## src/rtl/core/weighted_rgba_blend_top_assert.svh

```systemverilog
// Assertion macros used by the weighted RGBA blend top level.
`ifndef WEIGHTED_RGBA_BLEND_TOP_ASSERT_SVH
`define WEIGHTED_RGBA_BLEND_TOP_ASSERT_SVH

// Same-cycle implication, clocked on clk and disabled while arst_n is low.
`define WRB_ASSERT_IMP(label, ante, cons, msg) \
	label: assert property (@(posedge clk) disable iff (!arst_n) (ante) |-> (cons)) \
		else $error(msg);

// Next-cycle implication, clocked on clk and disabled while arst_n is low.
`define WRB_ASSERT_NXT(label, ante, cons, msg) \
	label: assert property (@(posedge clk) disable iff (!arst_n) (ante) |=> (cons)) \
		else $error(msg);

`endif

```

## src/rtl/core/wrb_pkg.sv

```systemverilog
// Types and constants shared by the weighted RGBA blend modules.
package wrb_pkg;

	localparam int ChanW    = 8;
	localparam int NumLanes = 4;
	localparam int WeightW  = 16;
	localparam int MagW     = WeightW - 1;
	localparam int ProdW    = ChanW + MagW;
	localparam int SumW     = ProdW + 1;
	localparam int DivW     = MagW + 1;
	localparam int QuoW     = ChanW;
	localparam int DivSteps = QuoW;
	localparam int Lat      = DivSteps + 2;

	typedef logic [ChanW-1:0]                chan_t;
	typedef logic [NumLanes-1:0][ChanW-1:0]  colour_t;
	typedef logic [MagW-1:0]                 mag_t;
	typedef logic [ProdW-1:0]                prod_t;
	typedef logic [SumW-1:0]                 sum_t;
	typedef logic [DivW-1:0]                 div_t;
	typedef logic [QuoW-1:0]                 quo_t;

	// What the result of one word is made of.
	typedef enum logic [1:0] {
		KIND_FIRST  = 2'd0,
		KIND_SECOND = 2'd1,
		KIND_BLEND  = 2'd2
	} kind_t;

endpackage

```

## src/rtl/core/wrb_lane.sv

```systemverilog
// One channel lane: weighted sum and a pipelined restoring divider, one quotient bit per stage.
module wrb_lane
	import wrb_pkg::*;
(
	input  logic                    clk,
	input  logic                    en,
	input  chan_t                   first_chan,
	input  chan_t                   second_chan,
	input  mag_t                    first_mag,
	input  mag_t                    second_mag,
	input  div_t [DivSteps-1:0]     divisor,
	output quo_t                    quotient
);

	prod_t prod_a_s1;
	prod_t prod_b_s1;
	sum_t  sum_s2;

	// Stage k of the divider sits at pipeline stage k+3.
	sum_t  rem_s [DivSteps-1];
	quo_t  quo_s [DivSteps];
	sum_t  step_num [DivSteps];
	quo_t  step_quo [DivSteps];

	always_ff @(posedge clk) begin
		if (en) begin
			prod_a_s1 <= ProdW'(first_chan) * ProdW'(first_mag);
			prod_b_s1 <= ProdW'(second_chan) * ProdW'(second_mag);
			sum_s2    <= SumW'(prod_a_s1) + SumW'(prod_b_s1);
		end
	end

	assign step_num[0] = sum_s2;
	assign step_quo[0] = '0;

	for (genvar i = 0; i < DivSteps; i++) begin : g_step
		localparam int Shift = DivSteps - 1 - i;
		sum_t trial;
		logic fits;

		if (i > 0) begin : g_link
			assign step_num[i] = rem_s[i-1];
			assign step_quo[i] = quo_s[i-1];
		end

		assign trial = SumW'(divisor[i]) << Shift;
		assign fits  = step_num[i] >= trial;

		always_ff @(posedge clk) begin
			if (en) begin
				quo_s[i] <= step_quo[i] | (fits ? (QuoW'(1) << Shift) : '0);
			end
		end

		if (i < DivSteps - 1) begin : g_rem
			always_ff @(posedge clk) begin
				if (en) begin
					rem_s[i] <= fits ? step_num[i] - trial : step_num[i];
				end
			end
		end
	end

	assign quotient = quo_s[DivSteps-1];

endmodule

```

## src/rtl/core/wrb_merge.sv

```systemverilog
// Merging stage: picks a pass-through color or the lane quotients for the output word.
module wrb_merge
	import wrb_pkg::*;
(
	input  kind_t                  kind,
	input  colour_t                first_colour,
	input  colour_t                second_colour,
	input  quo_t [NumLanes-1:0]    quotients,
	output colour_t                mixed
);

	always_comb begin
		case (kind)
			KIND_FIRST:  mixed = first_colour;
			KIND_SECOND: mixed = second_colour;
			KIND_BLEND: begin
				for (int i = 0; i < NumLanes; i++) begin
					mixed[i] = chan_t'(quotients[i]);
				end
			end
			default:     mixed = first_colour;
		endcase
	end

endmodule

```

## src/rtl/core/weighted_rgba_blend_top.sv

```systemverilog
// Top level of the weighted RGBA blend: stream ports, shared control pipeline and four lanes.
//
// Weighted RGBA blend. Each input word carries two RGBA colors (8 bits per
// channel) and two signed 16-bit weights; each output word carries one color
// whose channels are (c1*w1 + c2*w2) / (w1 + w2), truncated. If the second
// weight is zero or negative the first color passes through unchanged;
// otherwise, if the first weight is zero or negative, the second color passes
// through. The block accepts one word every clock cycle unless a stalled output
// holds it, and returns results in order: the two products are registered, then
// their sum, then the divider, which resolves one quotient bit per
// pipeline stage. The whole pipeline advances together whenever the output
// register is empty or being taken, so s_axis_tready follows m_axis_tready
// combinationally and a stalled output holds every stage. Reset clears only
// the valid bits; the block has no configuration and no state between words.
module weighted_rgba_blend_top
	import wrb_pkg::*;
(
	input  logic         clk,
	input  logic         arst_n,
	input  logic         s_axis_tvalid,
	output logic         s_axis_tready,
	// From bit 0: first_red, first_green, first_blue, first_alpha, second_red,
	// second_green, second_blue, second_alpha (8 bits each), first_weight,
	// second_weight (16 bits each, two's complement).
	input  logic [95:0]  s_axis_tdata,
	output logic         m_axis_tvalid,
	input  logic         m_axis_tready,
	// From bit 0: mixed_red, mixed_green, mixed_blue, mixed_alpha (8 bits each).
	output logic [31:0]  m_axis_tdata
);

	`include "weighted_rgba_blend_top_assert.svh"

	// Field slices of the input word.
	colour_t                in_first;
	colour_t                in_second;
	logic [WeightW-1:0]     in_w1;
	logic [WeightW-1:0]     in_w2;
	logic                   w1_pos;
	logic                   w2_pos;
	kind_t                  in_kind;

	// Global advance: every stage moves when the output register can take a word.
	logic                   adv;

	// Control and pass-through pipeline, indexed by stage.
	logic                   vld_s  [1:Lat];
	kind_t                  kind_s [1:Lat];
	colour_t                col1_s [1:Lat];
	colour_t                col2_s [1:Lat];
	div_t                   div_s  [1:Lat-1];

	div_t [DivSteps-1:0]    lane_div;
	quo_t [NumLanes-1:0]    lane_quo;
	colour_t                mixed;

	assign in_first  = s_axis_tdata[31:0];
	assign in_second = s_axis_tdata[63:32];
	assign in_w1     = s_axis_tdata[79:64];
	assign in_w2     = s_axis_tdata[95:80];

	// A weight counts as positive when its sign bit is clear and it is not zero.
	assign w1_pos = !in_w1[WeightW-1] && (in_w1 != '0);
	assign w2_pos = !in_w2[WeightW-1] && (in_w2 != '0);

	// The second weight is checked first.
	always_comb begin
		if (!w2_pos) begin
			in_kind = KIND_FIRST;
		end else if (!w1_pos) begin
			in_kind = KIND_SECOND;
		end else begin
			in_kind = KIND_BLEND;
		end
	end

	assign adv           = m_axis_tready || !vld_s[Lat];
	assign s_axis_tready = adv;
	assign m_axis_tvalid = vld_s[Lat];

	always_ff @(posedge clk or negedge arst_n) begin
		if (!arst_n) begin
			for (int i = 1; i <= Lat; i++) begin
				vld_s[i] <= 1'b0;
			end
		end else if (adv) begin
			vld_s[1] <= s_axis_tvalid;
			for (int i = 2; i <= Lat; i++) begin
				vld_s[i] <= vld_s[i-1];
			end
		end
	end

	// Payload needs no reset; only the valid bits above qualify it.
	always_ff @(posedge clk) begin
		if (adv) begin
			kind_s[1] <= in_kind;
			col1_s[1] <= in_first;
			col2_s[1] <= in_second;
			// Both weights are below 2^15 when this divisor is used, so it cannot overflow.
			div_s[1]  <= DivW'(in_w1[MagW-1:0]) + DivW'(in_w2[MagW-1:0]);
			for (int i = 2; i <= Lat; i++) begin
				kind_s[i] <= kind_s[i-1];
				col1_s[i] <= col1_s[i-1];
				col2_s[i] <= col2_s[i-1];
			end
			for (int i = 2; i <= Lat - 1; i++) begin
				div_s[i] <= div_s[i-1];
			end
		end
	end

	// Divider step k of every lane uses the divisor that travels at stage k+2.
	for (genvar k = 0; k < DivSteps; k++) begin : g_div
		assign lane_div[k] = div_s[k+2];
	end

	for (genvar l = 0; l < NumLanes; l++) begin : g_lane
		wrb_lane u_lane (
			.clk         (clk),
			.en          (adv),
			.first_chan  (in_first[l]),
			.second_chan (in_second[l]),
			.first_mag   (in_w1[MagW-1:0]),
			.second_mag  (in_w2[MagW-1:0]),
			.divisor     (lane_div),
			.quotient    (lane_quo[l])
		);
	end

	wrb_merge u_merge (
		.kind          (kind_s[Lat]),
		.first_colour  (col1_s[Lat]),
		.second_colour (col2_s[Lat]),
		.quotients     (lane_quo),
		.mixed         (mixed)
	);

	assign m_axis_tdata = mixed;

	// A held output word must stall the input side.
	`WRB_ASSERT_IMP(a_stall_blocks_input, m_axis_tvalid && !m_axis_tready, !s_axis_tready, "input accepted while output stalled")
	// An accepted word enters the first stage.
	`WRB_ASSERT_NXT(a_accept_enters, s_axis_tvalid && s_axis_tready, vld_s[1], "accepted word lost at entry")
	// A blended word always carries a divisor of at least two.
	`WRB_ASSERT_IMP(a_blend_divisor, vld_s[1] && (kind_s[1] == KIND_BLEND), div_s[1] >= DivW'(2), "blend word with too small a divisor")

endmodule

```

## config.mk

```make
export PLATFORM = sky130hd
export DESIGN_NAME = weighted_rgba_blend_top
export DESIGN_NICKNAME = d
export VERILOG_FILES = /design/src/rtl/core/wrb_pkg.sv /design/src/rtl/core/wrb_lane.sv /design/src/rtl/core/wrb_merge.sv /design/src/rtl/core/weighted_rgba_blend_top.sv
export VERILOG_INCLUDE_DIRS = /design/src /design/src/rtl/core
export SDC_FILE = /design/constraint.sdc
export NUM_CORES = 2
export LEC_CHECK = 0
export BUFFER_PORTS_ARGS = -buffer_cell sky130_fd_sc_hd__clkbuf_2
export CORE_ASPECT_RATIO = 0.5
export CORE_MARGIN = 2
export CORE_UTILIZATION = 32
export CTS_CLUSTER_SIZE = 14
export DETAILED_ROUTE_END_ITERATION = 8
export PLACE_DENSITY = 0.46
export SETUP_SLACK_MARGIN = 0.3
export SYNTH_ARGS = -nofsm -noshare
export SYNTH_HDL_FRONTEND = slang
export SYNTH_SLANG_ARGS = --single-unit
```

## constraint.sdc

```tcl
create_clock -name clk -period 56.9 [get_ports clk]
set_clock_uncertainty 0.05 [all_clocks]
set_input_delay 2.845 -clock clk [delete_from_list [all_inputs] [get_ports clk]]
set_output_delay 2.845 -clock clk [all_outputs]
set_load 0.02 [all_outputs]
```

==> metrics.yaml <==
die:
  core_sq_um: 381000
  ios: 134
  start_util_pct: 32.2
  dieWidth_microns: 879
  rows: 160
  fp.dieH_microns: 442
  die_area_sq_um: 388000
timing:
  maxSlewViolCount: 0
  period_share_pct: 13.2
  fin_setup_tns_ns: 0
  rsz0062_at_grt: "no"
  worstMarginPinSlew_ns: 1.11
  min_period_ns: 7.53
  worst_slack_ns: 49.37
  maxSlewHeadroom_pct: 26.2
  fmax_mhz: 133
  setup_viol: 0
  hold_violations: 0
clocking:
  postCtsSetupBuffers: 0
  clock-sinks: 1910
  htree_levels: 4
  post_cts_resized: 0
  clk_path_buf_depth: 4
  worstSkewPairLatency_ns: 0.88
  cts_tree: "built"
  cts_root_buffer: "clkbuf_16"
  path_clk_slew_ns: 0.07
  cts_buffers: 197
  cts_hold_buf: 0
power:
  power_density_nw_per_um2: 68.9
  total_power_uw: 9350
  p_switching_uw: 4010
  internal-power_uw: 5340
  comb_power_share_pct: 52.9
  pwr-share-clk_pct: 14.1
  pwr-share-seq_pct: 32.9
  p_leak_uw: 0.0553
  p_sw_share_pct: 42.9
  vdd_ir_drop_max_uv: 28.4
yosys:
  yosysWarnings: 0
  avgSynthCellArea_sq_um: 11.5
  ys.flop_type: "edfxtp_1"
  seq_area_frac_synth_pct: 46.7
  syn-cell-area_sq_um: 123000
  syn_nets: 12300
  ys_ff_latch: 1910
  synth-edff-count: 1900
  synth.distinct_cells: 91
  synthCells: 10600
  async_flop_share_pct: 0.524
placed_design:
  dp_hpwl_mm: 263
  port_buffers: 133
  dp_slack_ns: 48.43
  gp_congestion: 0.873
min_path:
  holdCritStartpoint: "col1_s[0][47]"
  min_to: "col1_s[0][79]"
  hp-class: "flip-flop to flip-flop"
  hold_depth: 0
setup_path:
  cpMostUsedCell: "fa_1"
  start_kind: "input port"
  max_stage_delay_ns: 0.75
  r2r_cells: 7
  worstPathMaxFanout: 34
  cp_slowest_cell: "clkbuf_2"
  critPathCaptureType: "flip-flop"
  critical_path_class: "input port to flip-flop"
  required_ns: 57.49
  worstPathCellList: "clkbuf_2 > nand2_1 > fa_1 > fa_1 > inv_1 > fa_1 > inv_1 > fa_1 > inv_1 > ha_1 > o21a_1 > o31a_1 > o311a_1 > o211ai_1 > nand3b_1 > a311o_1 > a31o_2 > a21oi_1 > xnor2_1"
  reg2reg_from: "m_axis_tvalid"
  r2r_end: "col2_s[0][141]"
  path_buf_inv: 4
  critPathTopFamily: "adder cells"
  reg2reg_slack_ns: 52.07
  critPathArrivalTime_ns: 8.13
grt:
  grt_usage_pct: 17.4
  grt_pass1_wl_mm: 512
  gr-total-overflow: 0
  antenna_found_initial: 29
  grt_max_degree: 171
  grt_pass1_vias: 78300
final_layout:
  nNetsFinal: 12500
  drive_gt1_share_pct: 6.20
  fillers: 37500
  area_growth_syn_to_layout_pct: 10.7
run:
  drv_cap: 0
status:
  status: "finished clean"
drt:
  vias: 77900
  drtIter0Drc: 5810
  drc: 0
  wl_mm: 343
  antenna_left: 0
  firstDrtPassIters: 6
  wl_per_cell_microns: 21.4
  avgViaCountPerCell: 4.86
-- worst reg2reg max path: stages (launching register included) --
cell and delay [ns]:
dfrtp_1 0.37, nor2b_1 0.13, buf_4 0.19, inv_8 0.30, buf_12 0.56, buf_4 0.96
buf_4 0.83, buf_4 1.04
-- sequential cells by signal, indices dropped and copies added (netlist names) --
name	flops
kind_s	20
div_s	144
g_lane.u_lane.quo_s	144
col2_s	320
col1_s	320
g_lane.u_lane.rem_s	672
m_axis_tvalid	1
vld_s	9
g_lane.u_lane.sum_s2	96
g_lane.u_lane.prod_b_s1	92
g_lane.u_lane.prod_a_s1	92
-- per-stage QoR --
| stage | hold slack (ns) | util, % | instance area, sq um | instances |
|---|---|---|---|---|
| 2_1_floorplan | 0.350 | - | 123000 | 10600 |
| 3_3_place_gp | 0.350 | 34.0 | 129000 | 15700 |
| 3_5_place_dp | 0.355 | 34.0 | 129000 | 15700 |
| 4_1_cts | 0.352 | 35.7 | 136000 | 16000 |
| 5_1_grt | 0.358 | 35.7 | 136000 | 16000 |
| 6_report | 0.357 | 35.7 | 136000 | 16000 |
-- final cells by class --
type | count | area (sq um) | share of cell area, %
Multi-Input combinational cell | 7369 | 60300 | 44.4
Sequential cell | 1910 | 57300 | 42.2
Tap cell | 5103 | 6380 | 4.70
Clock buffer | 228 | 5070 | 3.73
Inverter | 1077 | 4050 | 2.98
Clock inverter | 116 | 1310 | 0.965
Timing Repair Buffer | 211 | 1290 | 0.949
Antenna cell | 8 | 20.0 | 0.0147
-- cell usage after synthesis (13+ instances only) --
cell,count,area share (%)
nand2_1,696,2.1
a31oi_1,57,0.29
or3_1,52,0.27
nor2_1,546,1.7
o31ai_1,35,0.21
nor3_1,155,0.63
ha_1,965,9.8
a21boi_0,24,0.15
a21o_1,237,1.5
or4_1,20,0.12
xor2_1,260,1.9
clkbuf_1,244,0.75
a31o_2,18,0.13
xnor2_1,415,3.0
nor4_1,52,0.27
o21bai_1,42,0.26
nand4_1,55,0.28
o21ai_0,495,2.0
a211o_1,22,0.16
or2_2,37,0.19
and4_1,13,0.093
nor4b_1,16,0.11
nand3_1,126,0.51
a211oi_1,52,0.32
inv_1,1075,3.3
mux2_2,98,0.90
mux2i_1,23,0.19
a21oi_1,645,2.6
and2_1,832,4.2
o2111ai_1,17,0.12
edfxtp_1,1900,47
nor2b_1,126,0.64
a22oi_1,37,0.23
nand4b_1,15,0.11
and3_1,43,0.22
fa_1,657,11
a2111oi_0,27,0.19
o211ai_1,46,0.28
nand2b_1,103,0.53
o31a_1,27,0.19
a221oi_1,14,0.10
o21a_1,109,0.67
o41ai_1,17,0.12
-- worst max-delay path by stage --
stage | startpoint | end | slack (ns) | cells after the start
floorplan | m_axis_tready | s_axis_tready | 14.39 | 3
detailed placement | s_axis_tdata[68] | g_lane[2].u_lane.prod_a_s1[21] | 48.43 | 19
finish | s_axis_tdata[68] | g_lane[2].u_lane.prod_a_s1[21] | 49.37 | 19
global route | s_axis_tdata[68] | g_lane[2].u_lane.prod_a_s1[21] | 49.19 | 19
CTS | s_axis_tdata[68] | g_lane[2].u_lane.prod_a_s1[21] | 49.40 | 19
global placement | s_axis_tdata[68] | g_lane[2].u_lane.prod_a_s1[21] | 48.53 | 19
-- cells in the final DEF (no fill, tap or decap), types with 41 or more instances in the layout --
cell and count:
a211oi_1 51, a21o_1 237, a21oi_1 645, a31oi_1 55, and2_1 832, and3_1 43, buf_4 75, clkbuf_16 198
clkbuf_2 133, clkinv_1 42, edfxtp_1 1900, fa_1 657, ha_1 964, inv_1 1074, mux2_2 98, nand2_1 696
nand2b_1 103, nand3_1 126, nand4_1 55, nor2_1 546, nor2b_1 126, nor3_1 155, nor4_1 51, o211ai_1 46
o21a_1 109, o21ai_0 495, o21bai_1 41, or3_1 52, xnor2_1 415, xor2_1 260
-- logic make-up (layout without fill, tap and decap cells) --
family          after synthesis  count (layout)  synth area share (%)
xor+xnor                    675             675                  4.82
mux                         127             127                  1.16
flops                      1910            1910                  46.7
simple gates               2927            2927                  12.3
buf+inv                    1341            1632                  4.14
fa+ha+maj                  1622            1622                  20.6
compound gates             2018            2018                  10.3
other cells                   0               8                     0
-- metal layers --
metal,part of all wire [%],track usage (%)
met3,3.6,1.96
met4,3.3,5.14
met2,45,27.8
met5,0.0099,0
met1,48,24.9
-- power by group through the flow --
stage	Combinational, uW	Sequential [uW]	Clock, uW
global placement	4940	3110	0
global route	5570	3140	1420
CTS	4990	3090	1360
detailed placement	4960	3110	0
finish	4950	3080	1320
floorplan	3590	3380	0
(Power assumes the default switching activity.)
